### src/sv/pps_pkg.sv
`timescale 1ns / 1ps

package pps_pkg;

    localparam int WAYPOINT_DEPTH_DEF = 1024;

    // configuration register indexes
    localparam int CFG_IDX_W = 3;
    localparam logic [CFG_IDX_W-1:0] REG_LOOKAHEAD  = 3'd0;
    localparam logic [CFG_IDX_W-1:0] REG_SPEED_MULT = 3'd1;
    localparam logic [CFG_IDX_W-1:0] REG_STEER_LIM  = 3'd2;
    localparam logic [CFG_IDX_W-1:0] REG_LOW_BAND   = 3'd3;
    localparam logic [CFG_IDX_W-1:0] REG_HIGH_BAND  = 3'd4;
    localparam logic [CFG_IDX_W-1:0] REG_WP_COUNT   = 3'd5;

    localparam logic [30:0] LOOKAHEAD_RST  = 31'd85197;
    localparam logic [11:0] SPEED_MULT_RST = 12'd512;
    localparam logic [13:0] STEER_LIM_RST  = 14'd1716;
    localparam logic [13:0] LOW_BAND_RST   = 14'd714;
    localparam logic [13:0] HIGH_BAND_RST  = 14'd1429;
    localparam logic [10:0] WP_COUNT_RST   = 11'd0;

    localparam logic [31:0] INV_PI_Q32 = 32'd1367130551;

    localparam int SQRT_STEPS   = 30;
    localparam int DIV_STEPS    = 64;
    localparam int SDIV_STEPS   = 15;
    localparam int DRAIN_CYCLES = 5;

    typedef enum logic [4:0] {
        ST_IDLE, ST_NEAR, ST_DRAIN_NEAR, ST_WALK, ST_DRAIN_WALK,
        ST_QPROD, ST_QSUM, ST_QSQ, ST_ROOT_LOAD, ST_SQRT,
        ST_CROSS, ST_DIV_LOAD, ST_DIV, ST_PM_LO, ST_PM_HI, ST_PM_ADD,
        ST_SDIV_LOAD, ST_SDIV, ST_FINISH
    } ctl_state_t;

    typedef enum logic [4:0] {
        OP_NONE, OP_LOAD, OP_CAPTURE, OP_QPROD, OP_QSUM, OP_QSQ,
        OP_ROOT_LOAD, OP_SQRT_STEP, OP_CROSS, OP_DIV_LOAD, OP_DIV_STEP,
        OP_PM_LO, OP_PM_HI, OP_PM_ADD, OP_SDIV_LOAD, OP_SDIV_STEP, OP_FINISH
    } dp_op_t;

    typedef enum logic [1:0] {
        PH_NEAR, PH_WALK, PH_TGT
    } phase_t;

    typedef struct packed {
        dp_op_t op;
        logic   rd_en;
        phase_t phase;
    } dp_cmd_t;

    typedef struct packed {
        logic out_free;
    } dp_status_t;

endpackage

### src/sv/pps_ctrl.sv
`timescale 1ns / 1ps

module pps_ctrl #(
    parameter int WAYPOINT_DEPTH = pps_pkg::WAYPOINT_DEPTH_DEF
) (
    input  logic                              aclk,
    input  logic                              aresetn,
    input  logic                              s_valid,
    input  logic                              s_kind,
    output logic                              s_ready,
    input  logic [$clog2(WAYPOINT_DEPTH+1)-1:0] n_used,
    input  logic [$clog2(WAYPOINT_DEPTH)-1:0] ci,
    input  pps_pkg::dp_status_t               status,
    output pps_pkg::dp_cmd_t                  cmd,
    output logic [$clog2(WAYPOINT_DEPTH)-1:0] rd_addr
);

    localparam int AW   = $clog2(WAYPOINT_DEPTH);
    localparam int CW   = $clog2(WAYPOINT_DEPTH+1);
    localparam int CNTW = (CW > 7) ? CW : 7;

    pps_pkg::ctl_state_t state_reg, state_next;
    logic [CNTW-1:0] cnt_reg, cnt_next;
    logic [CNTW-1:0] last_idx;

    assign last_idx = CNTW'(n_used) - CNTW'(1);
    assign rd_addr  = cnt_reg[AW-1:0];

    always_ff @(posedge aclk) begin
        if (!aresetn) begin
            state_reg <= pps_pkg::ST_IDLE;
            cnt_reg   <= '0;
        end else begin
            state_reg <= state_next;
            cnt_reg   <= cnt_next;
        end
    end

    always_comb begin
        state_next = state_reg;
        cnt_next   = cnt_reg;
        s_ready    = 1'b0;
        cmd.op     = pps_pkg::OP_NONE;
        cmd.rd_en  = 1'b0;
        cmd.phase  = pps_pkg::PH_NEAR;
        unique case (state_reg)
            pps_pkg::ST_IDLE: begin
                s_ready = 1'b1;
                if (s_valid) begin
                    if (!s_kind) begin
                        cmd.op = pps_pkg::OP_LOAD;
                    end else begin
                        cmd.op   = pps_pkg::OP_CAPTURE;
                        cnt_next = '0;
                        state_next = (n_used == '0) ? pps_pkg::ST_QPROD : pps_pkg::ST_NEAR;
                    end
                end
            end
            pps_pkg::ST_NEAR: begin
                cmd.rd_en = 1'b1;
                cmd.phase = pps_pkg::PH_NEAR;
                if (cnt_reg == last_idx) begin
                    cnt_next   = '0;
                    state_next = pps_pkg::ST_DRAIN_NEAR;
                end else begin
                    cnt_next = cnt_reg + CNTW'(1);
                end
            end
            pps_pkg::ST_DRAIN_NEAR: begin
                // nearest index settles once the distance pipe has emptied
                if (cnt_reg == CNTW'(pps_pkg::DRAIN_CYCLES-1)) begin
                    cnt_next   = CNTW'(ci);
                    state_next = pps_pkg::ST_WALK;
                end else begin
                    cnt_next = cnt_reg + CNTW'(1);
                end
            end
            pps_pkg::ST_WALK: begin
                cmd.rd_en = 1'b1;
                cmd.phase = pps_pkg::PH_WALK;
                if (cnt_reg == last_idx) begin
                    cnt_next   = '0;
                    state_next = pps_pkg::ST_DRAIN_WALK;
                end else begin
                    cnt_next = cnt_reg + CNTW'(1);
                end
            end
            pps_pkg::ST_DRAIN_WALK: begin
                if (cnt_reg == CNTW'(pps_pkg::DRAIN_CYCLES-1)) begin
                    state_next = pps_pkg::ST_QPROD;
                end else begin
                    cnt_next = cnt_reg + CNTW'(1);
                end
            end
            pps_pkg::ST_QPROD: begin
                // target distance goes down the same pipe
                cmd.op     = pps_pkg::OP_QPROD;
                cmd.rd_en  = 1'b1;
                cmd.phase  = pps_pkg::PH_TGT;
                state_next = pps_pkg::ST_QSUM;
            end
            pps_pkg::ST_QSUM: begin
                cmd.op     = pps_pkg::OP_QSUM;
                state_next = pps_pkg::ST_QSQ;
            end
            pps_pkg::ST_QSQ: begin
                cmd.op     = pps_pkg::OP_QSQ;
                state_next = pps_pkg::ST_ROOT_LOAD;
            end
            pps_pkg::ST_ROOT_LOAD: begin
                cmd.op     = pps_pkg::OP_ROOT_LOAD;
                cnt_next   = '0;
                state_next = pps_pkg::ST_SQRT;
            end
            pps_pkg::ST_SQRT: begin
                cmd.op = pps_pkg::OP_SQRT_STEP;
                if (cnt_reg == CNTW'(pps_pkg::SQRT_STEPS-1)) begin
                    state_next = pps_pkg::ST_CROSS;
                end else begin
                    cnt_next = cnt_reg + CNTW'(1);
                end
            end
            pps_pkg::ST_CROSS: begin
                cmd.op     = pps_pkg::OP_CROSS;
                state_next = pps_pkg::ST_DIV_LOAD;
            end
            pps_pkg::ST_DIV_LOAD: begin
                cmd.op     = pps_pkg::OP_DIV_LOAD;
                cnt_next   = '0;
                state_next = pps_pkg::ST_DIV;
            end
            pps_pkg::ST_DIV: begin
                cmd.op = pps_pkg::OP_DIV_STEP;
                if (cnt_reg == CNTW'(pps_pkg::DIV_STEPS-1)) begin
                    state_next = pps_pkg::ST_PM_LO;
                end else begin
                    cnt_next = cnt_reg + CNTW'(1);
                end
            end
            pps_pkg::ST_PM_LO: begin
                cmd.op     = pps_pkg::OP_PM_LO;
                state_next = pps_pkg::ST_PM_HI;
            end
            pps_pkg::ST_PM_HI: begin
                cmd.op     = pps_pkg::OP_PM_HI;
                state_next = pps_pkg::ST_PM_ADD;
            end
            pps_pkg::ST_PM_ADD: begin
                cmd.op     = pps_pkg::OP_PM_ADD;
                state_next = pps_pkg::ST_SDIV_LOAD;
            end
            pps_pkg::ST_SDIV_LOAD: begin
                cmd.op     = pps_pkg::OP_SDIV_LOAD;
                cnt_next   = '0;
                state_next = pps_pkg::ST_SDIV;
            end
            pps_pkg::ST_SDIV: begin
                cmd.op = pps_pkg::OP_SDIV_STEP;
                if (cnt_reg == CNTW'(pps_pkg::SDIV_STEPS-1)) begin
                    state_next = pps_pkg::ST_FINISH;
                end else begin
                    cnt_next = cnt_reg + CNTW'(1);
                end
            end
            pps_pkg::ST_FINISH: begin
                if (status.out_free) begin
                    cmd.op     = pps_pkg::OP_FINISH;
                    state_next = pps_pkg::ST_IDLE;
                end
            end
            default: begin
                state_next = pps_pkg::ST_IDLE;
            end
        endcase
    end

endmodule

### config.mk
export PLATFORM = sky130hd
export DESIGN_NAME = pps_ctrl
export DESIGN_NICKNAME = d
export VERILOG_FILES = /design/src/sv/pps_pkg.sv /design/src/sv/pps_ctrl.sv
export SDC_FILE = /design/constraint.sdc
export NUM_CORES = 1
export LEC_CHECK = 0
export BUFFER_PORTS_ARGS = -buffer_cell sky130_fd_sc_hd__buf_2
export CAP_MARGIN = 20
export CORE_UTILIZATION = 38
export CTS_CLUSTER_SIZE = 12
export DETAILED_ROUTE_END_ITERATION = 7
export GPL_TIMING_DRIVEN = 1
export HOLD_SLACK_MARGIN = 0.05
export PLACE_DENSITY = 0.7
export SETUP_SLACK_MARGIN = 0.15
export SLEW_MARGIN = 20
export SYNTH_ARGS = -nofsm -noshare
export SYNTH_HDL_FRONTEND = slang
export SYNTH_SLANG_ARGS = --single-unit
### constraint.sdc
create_clock -name aclk -period 4.3 [get_ports aclk]
set_clock_uncertainty 0.2 [all_clocks]
set_input_delay 0.215 -clock aclk [delete_from_list [all_inputs] [get_ports aclk]]
set_output_delay 0.215 -clock aclk [all_outputs]
set_load 0.02 [all_outputs]
==> reports/qor.yml, run 1 <==
cts:
  clkTransAtPathRegs_ns: 0.07
  cts_setup_buffers: 0
  clkLatencyLatePin_ns: 0.25
  cts_resized: 0
  htreeDepth: 1
  cts-root-buf: "clkbuf_8"
  clock-sinks: 16
  ctsHoldBuffers: 0
  cts_tree: "built"
  clockBufferDepth: 2
  cts_inserted_buffers: 3
synth:
  async_reset_ff_share_pct: 0
  syn_inst: 291
  synth.distinct_cells: 62
  seq_area_frac_synth_pct: 15.0
  synthFlopType: "dfxtp_1"
  synth_edf_count: 0
  syn_nets: 323
  syn_area_per_cell_sq_um: 7.33
  synth_area_sq_um: 2130
  yosys_warnings: 0
  ys_seq_elements: 16
route:
  dr.first_iter.drc_count: 135
  drcViolationCount: 0
  drt_first_pass_iters: 5
  antenna_left: 0
  routed_via_density: 6.00
  wl_per_cell_um: 15.8
  wl_mm: 5.96
  via_count: 2256
timing:
  period_share_pct: 71.4
  hold_violations: 0
  timing.fmax_mhz: 326
  layout_min_cycle_time_ns: 3.07
  slew_viol_final: 0
  finalSetupTns_ns: 0
  setup_viol: 0
  tightest_slew_ns: 0.796
  max_slew_margin_pct: 46.8
  layout_setup_ws_ns: 1.23
  rsz0062_at_grt: "no"
grt:
  groute.usage.overall_pct: 20.2
  grt_overflow_total: 0
  grt_first_pass_wirelength_mm: 9.91
  grt_pass1_vias: 2051
  grt_max_degree: 25
  antenna_found_initial: 0
placed_design:
  place_ws_ns: 1.15
  io_buffers: 44
  dp_hpwl_mm: 4.49
  gp_congestion: 0.854
floorplan:
  die_w_um: 76.9
  rows: 26
  coreArea_sq_um: 5270
  io_pins: 45
  start_util_pct: 40.5
  die-area_sq_um: 5920
  die_y_um: 76.9
critical_path:
  critPathKind: "flip-flop to flip-flop"
  worstPathCellList: "inv_1 -> ha_1 -> or4bb_1 -> nor4_4 -> nor3_2 -> a2111oi_4 -> o211ai_2 -> a311o_1"
  max_stage_delay_ns: 0.55
  path_max_fanout: 10
  start_kind: "flip-flop"
  worstSetupEndpointType: "flip-flop"
  cp.required_ns: 4.24
  cp_slowest_cell: "or4bb_1"
  crit_arrival_ns: 3.01
layout:
  drive_above_1_share_pct: 20.9
  fillers: 547
  finalNetCount: 339
  areaGrowthSynthToFinish_pct: 8.62
  antenna_cells: 0
  largest_reg_flops: 11
pwr:
  max-vdd-ir-drop_uv: 158
  p_leak_uw: 0.000852
  pwr_density_cell_nw_per_um2: 323
hold_path:
  hold_class: "primary input to flip-flop"
job:
  cap_violations: 0
run_status:
  outcome: "finished clean"
[synthesized netlist by cell type, drive strengths merged (4+ instances only)]
cell type	number	share of area [%]
a2111oi	5	4.8
a211oi	4	1.4
a21oi	13	3.0
a31oi	4	1.2
and3	4	1.2
buf	17	5.6
clkbuf	16	2.8
dfxtp	16	15
ha	6	3.5
inv	8	1.4
nand2	25	4.4
nand2b	8	2.3
nand3	16	3.8
nand4	4	1.2
nand4b	4	1.6
nor2	25	4.4
nor3	15	4.2
nor4	9	3.3
o211ai	7	3.3
o21a	4	1.4
o21ai	15	3.5
o22ai	5	1.8
xnor2	12	4.9
xor2	9	3.7
[path summary, 6_finish.rpt]
check	start	to	slack (ns)	cells after the start
setup / recovery	cnt_reg[0]	state_reg[1]	1.23	8
hold / removal	ci[5]	cnt_reg[5]	0.05	3
setup reg to reg	cnt_reg[0]	state_reg[1]	1.23	8
hold reg to reg	cnt_reg[10]	cnt_reg[10]	0.37	2
[layout make-up]
cell class                      count  area [sq um]  share of cell area [%]
Multi-Input combinational cell    233          1600                    69.1
Timing Repair Buffer               44           220                    9.50
Sequential cell                    16           320                    13.8
Clock buffer                        4          55.1                    2.38
Inverter                            9          33.8                    1.46
Tap cell                           70          87.6                    3.78
[critical path, delay by kind of cell (launching register included)]
kind | cells | cell delay (ns)
AOI/OAI and AO/OA | 3 | 0.90
buffers and inverters | 1 | 0.15
and+or+nand+nor | 3 | 1.15
adders and majority gates | 1 | 0.15
DFF | 1 | 0.41
[stage by stage]
stage,hold WS (ns),util [%],area (sq um),power (uW),std cells
global placement,0.334,42.9,2260,593,372
CTS,0.0565,44.0,2320,738,376
detailed placement,0.317,42.9,2260,600,372
finish,0.0506,44.0,2320,747,376
global route,0.0918,44.0,2320,789,376
floorplan,0.176,-,2130,502,291
[power by group]
| part | total, uW | internal, uW | switching (uW) | leakage [uW] |
|---|---|---|---|---|
| sequential | 205 | 159 | 46.3 | 0.000129 |
| combinational | 403 | 147 | 256 | 0.000694 |
| clock | 140 | 81.4 | 58.4 | 0.0000288 |
| total | 747 | 387 | 360 | 0.000852 |
[layer usage]
metal / vias up / track usage [%] / routed length, um
li1: 1106 / - / -
met1: 1050 / 28.9 / 2800
met2: 92 / 31.1 / 2680
met3: 8 / 2.38 / 395
met4: 0 / 6.15 / 84
met5: - / 0 / 0
[cell usage in the layout, fill, tap and decap left out, types with 4 or more instances in the layout]
cell type	instances
nand3_1	16
dfxtp_1	16
a31oi_1	4
nand4_1	4
nand4b_1	4
ha_1	6
nand2b_1	8
and3_1	4
buf_2	44
o211ai_1	5
o22ai_1	4
a21oi_1	13
inv_1	8
nand2_1	25
o21a_1	4
xor2_1	9
nor3_1	12
a211oi_1	4
nor4_1	8
nor2_1	25
xnor2_1	12
o21ai_0	15
clkbuf_8	4
[kinds of logic after synthesis]
group	count (synthesis)	synth area share [%]
flops	16	15.0
xor+xnor	21	8.62
simple gates	128	33.1
fa+ha+maj	6	3.52
mux	1	0.528
buf+inv	42	9.97
compound gates	77	29.3
Power figures use the tool's default switching activity.
==> run 2: changes to the inputs <==
--- a/config.mk
+++ b/config.mk
@@ -5,6 +5,7 @@
 export SDC_FILE = /design/constraint.sdc
 export NUM_CORES = 1
 export LEC_CHECK = 0
+export ABC_AREA = 1
 export BUFFER_PORTS_ARGS = -buffer_cell sky130_fd_sc_hd__buf_2
 export CAP_MARGIN = 20
 export CORE_UTILIZATION = 38
@@ -12,7 +13,7 @@
 export DETAILED_ROUTE_END_ITERATION = 7
 export GPL_TIMING_DRIVEN = 1
 export HOLD_SLACK_MARGIN = 0.05
-export PLACE_DENSITY = 0.7
+export PLACE_DENSITY = 0.72
 export SETUP_SLACK_MARGIN = 0.15
 export SLEW_MARGIN = 20
 export SYNTH_ARGS = -nofsm -noshare
==> constraint.sdc (replaced) <==
create_clock -name aclk -period 2.7 [get_ports aclk]
set_clock_uncertainty 0.2 [all_clocks]
set_input_delay 0.135 -clock aclk [delete_from_list [all_inputs] [get_ports aclk]]
set_output_delay 0.135 -clock aclk [all_outputs]
set_load 0.02 [all_outputs]
==> reports/qor.yml, run 2 <==
run_status:
  outcome: "finished clean"  # unchanged
synth:
  ys_seq_elements: 16  # unchanged
  synth_area_leaders: "nand2_1 (18%), dfxtp_1 (14%), inv_1 (9.6%), nor2_1 (9.1%), nand3_1 (8.1%)"  # was dfxtp_1 (15%), xnor2_1 (4.9%), nand2_1 (4.4%), nor2_1 (4.4%), a2111oi_4 (3.9%)
  syn_area_per_cell_sq_um: 5.59  # was 7.33 sq um
  yosys.area_share.adder_pct: 3.30  # was 3.52%
  synth_commonest_cells: "nand2_1 (109), inv_1 (58), nor2_1 (55)"  # was nand2_1 (25), nor2_1 (25), clkbuf_1 (16), dfxtp_1 (16), nand3_1 (16)
  synth.distinct_cells: 38  # was 62
  syn_inst: 407  # was 291
  synthSimpleGateAreaFrac_pct: 50.4  # was 33.1%
  synth_top_area_share_pct: 18.0  # was 15.0%
  muxShareOfSynthArea_pct: 0  # was 0.528%
  synth_area_leader_cell: "nand2_1"  # was dfxtp_1
  synth_area_sq_um: 2280  # was 2130 sq um
  synth_compound_area_share_pct: 11.3  # was 29.3%
  yosys_warnings: 0  # unchanged
  synth_xor_area_share_pct: 5.00  # was 8.62%
  seq_area_frac_synth_pct: 14.1  # was 15.0%
  synthFlopType: "dfxtp_1"  # unchanged
  syn_nets: 439  # was 323
  async_reset_ff_share_pct: 0  # unchanged
  synth_top_family_by_area: "simple AND/OR/NAND/NOR gates"  # unchanged
  yosysMostFrequentCell: "nand2_1"
  synth_edf_count: 0  # unchanged
layout:
  drive_above_1_share_pct: 19.0  # was 20.9%
  finalNetCount: 475  # was 339
  largest_reg_flops: 11  # unchanged
  fin_util_pct: 45.3  # was 44.0%
  layout_commonest_cell: "nand2_1"  # was buf_2
  antenna_cells: 0  # unchanged
  areaGrowthSynthToFinish_pct: 12.2  # was 8.62%
  most-common-layout-cells: "nand2_1 (109), inv_1 (58), nor2_1 (55), buf_2 (44), nand3_1 (37)"  # was buf_2 (44), nor2_1 (25), nand2_1 (25), nand3_1 (16), dfxtp_1 (16)
grt:
  grt_max_degree: 18  # was 25
  grt_first_pass_wirelength_mm: 10.4  # was 9.91 mm
  grt_overflow_total: 0  # unchanged
  groute.usage.overall_pct: 20.8  # was 20.2%
  antenna_found_initial: 0  # unchanged
  grt_pass1_vias: 2323  # was 2,051
pwr:
  pwr-share-comb_pct: 63.5  # was 53.9%
  pwr_density_cell_nw_per_um2: 573  # was 323 nW/um^2
  p_leak_uw: 0.00137  # was 0.000852 uW
  pwr-share-seq_pct: 20.7  # was 27.4%
  switching_share_pct: 53.1  # was 48.2%
  power.switching_uw: 777  # was 360 uW
  intPower_uw: 687  # was 387 uW
  clock_power_share_pct: 15.8  # was 18.7%
  max-vdd-ir-drop_uv: 469  # was 158 uV
cts:
  clockBufferDepth: 2  # unchanged
  cts_resized: 0  # unchanged
  cts-root-buf: "clkbuf_8"  # unchanged
  ctsHoldBuffers: 1  # was 0
  clock-sinks: 16  # unchanged
  cts_inserted_buffers: 3  # unchanged
  cts_setup_buffers: 0  # unchanged
  clkTransAtPathRegs_ns: 0.08  # was 0.07 ns
  htreeDepth: 1  # unchanged
  clkLatencyLatePin_ns: 0.26  # was 0.25 ns
  cts_tree: "built"  # unchanged
timing:
  slew_viol_final: 0  # unchanged
  period_share_pct: 84.9  # was 71.4%
  layout_min_cycle_time_ns: 2.29  # was 3.07 ns
  max_slew_margin_pct: 56.2  # was 46.8%
  timing.fmax_mhz: 436  # was 326 MHz
  hold_violations: 0  # unchanged
  rsz0062_at_grt: "no"  # unchanged
  tightest_slew_ns: 0.651  # was 0.796 ns
  finalSetupTns_ns: 0  # unchanged
  setup_viol: 0  # unchanged
floorplan:
  die-area_sq_um: 6300  # was 5920 sq um
  io_pins: 45  # unchanged
  die_y_um: 79.4  # was 76.9 um
  rows: 27  # was 26
  die_w_um: 79.4  # was 76.9 um
  coreArea_sq_um: 5640  # was 5270 sq um
  start_util_pct: 40.3  # was 40.5%
critical_path:
  critPathLaunch: "cnt_reg[0]"  # unchanged
  path_max_fanout: 9  # was 10
  cp.required_ns: 2.68  # was 4.24 ns
  start_kind: "flip-flop"  # unchanged
  critPathKind: "flip-flop to flip-flop"  # unchanged
  crit_arrival_ns: 2.27  # was 3.01 ns
  timing.rr.start: "cnt_reg[0]"  # unchanged
  worstSetupEndpointType: "flip-flop"  # unchanged
hold_path:
  hold_start: "ci[7]"  # was ci[5]
  hold_class: "primary input to flip-flop"  # unchanged
route:
  antenna_left: 0  # unchanged
  dr.first_iter.drc_count: 195  # was 135
  drcViolationCount: 0  # unchanged
  wl_per_cell_um: 12.2  # was 15.8 um
  routed_via_density: 4.95  # was 6.00
  via_count: 2546  # was 2,256
  wl_mm: 6.27  # was 5.96 mm
  drt_first_pass_iters: 5  # unchanged
placed_design:
  dp_hpwl_mm: 5.12  # was 4.49 mm
  io_buffers: 44  # unchanged
  gp_congestion: 0.902  # was 0.854
job:
  cap_violations: 0  # unchanged
==> run 2: changes by cell type after synthesis, sizes merged, moves of 5 or more <==
cell	change
xnor2	-7
inv	+55
nor2	+40
clkbuf	-16
nand2b	-8
nand2	+93
a2111oi	-5
nor4	-8
nand3	+24
==> run 2: layout make-up <==
cell class / count / area [sq um]
fillers: 603 / 3090
multi-input cells: 309 / 1590
flip-flops and latches: 16 / 320
inverters: 66 / 250
repair buffers: 47 / 245
well taps: 72 / 90.1
clock buffers: 4 / 55.1
==> run 2: power by group through the flow <==
stage	Sequential, uW	Clock (uW)	Combinational, uW
after floorplan	300	0	700
after global placement	307	0	924
after detailed placement	309	0	925
after CTS	304	229	930
after global routing	308	241	1040
final	303	231	930
==> run 2: worst paths after layout <==
| path | endpoint | slack, ns | cells after the start |
|---|---|---|---|
| max | cnt_reg[4] | 0.41 | 11 |
| min | cnt_reg[7] | 0.06 | 5 |
| max reg2reg | cnt_reg[4] | 0.41 | 11 |
| min reg2reg | cnt_reg[1] | 0.36 | 2 |
==> run 2: layer usage <==
metal / track usage (%) / vias to the layer above / routed length (um)
met3: 3.43 / 12 / 307
met4: 6.18 / 0 / 102
met2: 34.7 / 71 / 2830
li1: - / 1355 / -
met5: 0 / - / 0
met1: 27.1 / 1108 / 3030
==> run 2: worst max-delay path, stage by stage, from the launching register on <==
cell	delay, ns
dfxtp_1	0.46
ha_1	0.22
nand2_1	0.07
inv_1	0.09
nand2_1	0.12
nor2_2	0.15
nand4_1	0.14
o211ai_2	0.30
nor2_8	0.09
inv_2	0.14
nand2_1	0.08
a21oi_1	0.15
==> run 2: per-stage QoR <==
stage | total power [uW] | instances | setup slack [ns] | hold WS (ns) | instance area [sq um]
global placement | 1230 | 509 | 0.446 | 0.272 | 2490
detailed placement | 1230 | 509 | 0.443 | 0.277 | 2490
CTS | 1460 | 514 | 0.425 | 0.0587 | 2550
finish | 1460 | 514 | 0.409 | 0.0565 | 2550
floorplan | 1000 | 407 | 0.741 | 0.163 | 2280
global route | 1580 | 514 | 0.194 | 0.121 | 2550
==> run 2: cells by family (layout without fill, tap and decap cells) <==
logic type / after synthesis / in the layout
xor gates and xnor gates: 13 / 13
adders and majority gates: 6 / 6
and+or+nand+nor: 246 / 246
DFF: 16 / 16
buffers and inverters: 82 / 117
AOI/OAI and AO/OA: 44 / 44
==> run 3: changes to the inputs <==
--- a/config.mk
+++ b/config.mk
@@ -5,7 +5,7 @@
 export SDC_FILE = /design/constraint.sdc
 export NUM_CORES = 1
 export LEC_CHECK = 0
-export ABC_AREA = 1
+export ABC_AREA = 0
 export BUFFER_PORTS_ARGS = -buffer_cell sky130_fd_sc_hd__buf_2
 export CAP_MARGIN = 20
 export CORE_UTILIZATION = 38
@@ -13,7 +13,7 @@
 export DETAILED_ROUTE_END_ITERATION = 7
 export GPL_TIMING_DRIVEN = 1
 export HOLD_SLACK_MARGIN = 0.05
-export PLACE_DENSITY = 0.72
+export PLACE_DENSITY = 0.7
 export SETUP_SLACK_MARGIN = 0.15
 export SLEW_MARGIN = 20
 export SYNTH_ARGS = -nofsm -noshare
==> constraint.sdc (replaced) <==
create_clock -name aclk -period 2.2 [get_ports aclk]
set_clock_uncertainty 0.2 [all_clocks]
set_input_delay 0.11 -clock aclk [delete_from_list [all_inputs] [get_ports aclk]]
set_output_delay 0.11 -clock aclk [all_outputs]
set_load 0.02 [all_outputs]
==> reports/qor.yml, run 3 (synthesis results as in run 1) <==
run_status:
  outcome: "finished, violations left"  # was finished clean
  violations: "negative setup slack"
grt:
  grt_overflow_total: 0  # unchanged
  grt_max_degree: 18  # unchanged
  antenna_found_initial: 0  # unchanged
  grt_pass1_vias: 2590  # was 2,323
  groute.usage.overall_pct: 27.0  # was 20.8%
  grt_first_pass_wirelength_mm: 12.7  # was 10.4 mm
pwr:
  intPower_uw: 1160  # was 687 uW
  max-vdd-ir-drop_uv: 387  # was 469 uV
  p_leak_uw: 0.00143  # was 0.00137 uW
  pwr_density_cell_nw_per_um2: 618  # was 573 nW/um^2
  power.switching_uw: 935  # was 777 uW
  pwr-share-seq_pct: 16.3  # was 20.7%
  clock_power_share_pct: 14.6  # was 15.8%
  switching_share_pct: 44.7  # was 53.1%
  pwr-share-comb_pct: 69.1  # was 63.5%
timing:
  max_slew_margin_pct: 63.2  # was 56.2%
  layout_min_cycle_time_ns: 2.47  # was 2.29 ns
  layout_setup_ws_ns: -0.267  # was 0.409 ns
  slew_viol_final: 0  # unchanged
  tightest_slew_ns: 0.547  # was 0.651 ns
  rsz0062_at_grt: "yes"  # was no
  timing.fmax_mhz: 405  # was 436 MHz
  finalSetupTns_ns: -2.72  # was 0 ns
  whs_ns: 0.0812  # was 0.0565 ns
  period_share_pct: 112  # was 84.9%
  setup_viol: 15  # was 0
  hold_violations: 0  # unchanged
floorplan:
  io_pins: 45  # unchanged
  die_w_um: 76.9  # was 79.4 um
  coreArea_sq_um: 5270  # was 5640 sq um
  start_util_pct: 40.5  # was 40.3%
  rows: 26  # was 27
  die-area_sq_um: 5920  # was 6300 sq um
  die_y_um: 76.9  # was 79.4 um
layout:
  final_cells: 481  # was 514
  fin_area_sq_um: 3380  # was 2550 sq um
  layout_commonest_cell: "buf_4"  # was nand2_1
  largest_reg_flops: 11  # unchanged
  drive_above_1_share_pct: 48.7  # was 19.0%
  finalNetCount: 444  # was 475
  antenna_cells: 0  # unchanged
  most-common-layout-cells: "buf_4 (86), buf_2 (44), nand2_1 (24), nor2_1 (22), nand3_1 (14)"  # was nand2_1 (109), inv_1 (58), nor2_1 (55), buf_2 (44), nand3_1 (37)
  areaGrowthSynthToFinish_pct: 58.5  # was 12.2%
critical_path:
  start_kind: "flip-flop"  # unchanged
  regToRegEndpoint: "cnt_reg[6]"  # was cnt_reg[4]
  regToRegSetupSlack_ns: -0.27  # was 0.41 ns
  crit_arrival_ns: 2.46  # was 2.27 ns
  worstSetupEndpointType: "flip-flop"  # unchanged
  timing.rr.start: "cnt_reg[6]"  # was cnt_reg[0]
  cp.required_ns: 2.19  # was 2.68 ns
  worstSetupEndpoint: "cnt_reg[6]"  # was cnt_reg[4]
  path_max_fanout: 4  # was 9
  critPathKind: "flip-flop to flip-flop"  # unchanged
  ff2ff_path_depth: 9  # was 11
  critPathLaunch: "cnt_reg[6]"  # was cnt_reg[0]
route:
  dr.first_iter.drc_count: 239  # was 195
  routed_via_density: 5.86  # was 4.95
  via_count: 2820  # was 2,546
  wl_per_cell_um: 16.9  # was 12.2 um
  antenna_left: 0  # unchanged
  drt_first_pass_iters: 5  # unchanged
  wl_mm: 8.15  # was 6.27 mm
  drcViolationCount: 0  # unchanged
cts:
  cts_inserted_buffers: 3  # unchanged
  cts-root-buf: "clkbuf_8"  # unchanged
  htreeDepth: 1  # unchanged
  clockBufferDepth: 2  # unchanged
  clkLatencyLatePin_ns: 0.28  # was 0.26 ns
  clkTransAtPathRegs_ns: 0.09  # was 0.08 ns
  cts_tree: "built"  # unchanged
  clock-sinks: 16  # unchanged
placed_design:
  gp_congestion: 0.929  # was 0.902
  dp_hpwl_mm: 5.48  # was 5.12 mm
  io_buffers: 44  # unchanged
  dpl-instance-area_sq_um: 2920  # was 2490 sq um
  dp_cells: 456  # was 509
  place_ws_ns: -0.544  # was 0.443 ns
hold_path:
  hold_class: "primary input to flip-flop"  # unchanged
job:
  cap_violations: 0  # unchanged
-- run 3: worst min path at each step --
stage,start,endpoint,cells past startpoint
after floorplan,ci[5],cnt_reg[5],2
after detailed placement,ci[5],cnt_reg[5],3
final,n_used[10],state_reg[2],5
after global placement,ci[5],cnt_reg[5],3
after global routing,aresetn,cnt_reg[7],4
after CTS,aresetn,cnt_reg[7],4
-- run 3: power groups by stage --
stage	logic, uW	registers (uW)	clock network, uW
detailed placement	1180	346	0
CTS	1350	341	300
global route	1530	344	325
global placement	1160	345	0
finish	1440	341	305
floorplan	667	337	0
-- run 3: critical path, cell delays in order (launching register included) --
cell       delay (ns)
dfxtp_4          0.36
or4_4            0.59
nor2_2           0.15
buf_4            0.13
o2111ai_2        0.09
a21oi_2          0.20
buf_4            0.15
a2111oi_2        0.05
a221o_1          0.37
nor3_2           0.10
-- run 3: through the flow --
stage / utilization [%] / power [uW]
2_1_floorplan: - / 1000
3_3_place_gp: 55.3 / 1500
3_5_place_dp: 55.3 / 1530
4_1_cts: 62.1 / 1990
5_1_grt: 64.1 / 2200
6_report: 64.1 / 2090
-- run 3: repair_timing --
item                                   4_1_cts  5_1_grt
setup endpoints to repair                   16       18
setup buffers                                9        3
endpoints found under the hold margin        8        0
pin swaps                                   21       14
gates resized for setup                     38       21
cloned                                       1        0
hold buffers                                 8        0
-- run 3: routing by layer --
| layer | track usage [%] | routed length (um) | vias up |
|---|---|---|---|
| met1 | 36.0 | 3500 | 1323 |
| li1 | - | - | 1316 |
| met3 | 3.10 | 626 | 26 |
| met4 | 10.2 | 217 | 0 |
| met5 | 0 | 0 | - |
| met2 | 44.0 | 3810 | 155 |
-- run 3: area by class of cell --
class	count	area, sq um
multi-input cells	234	1810
well taps	70	87.6
clock buffers	4	55.1
flip-flops and latches	16	333
inverters	9	33.8
repair buffers	148	1060
fillers	437	1890
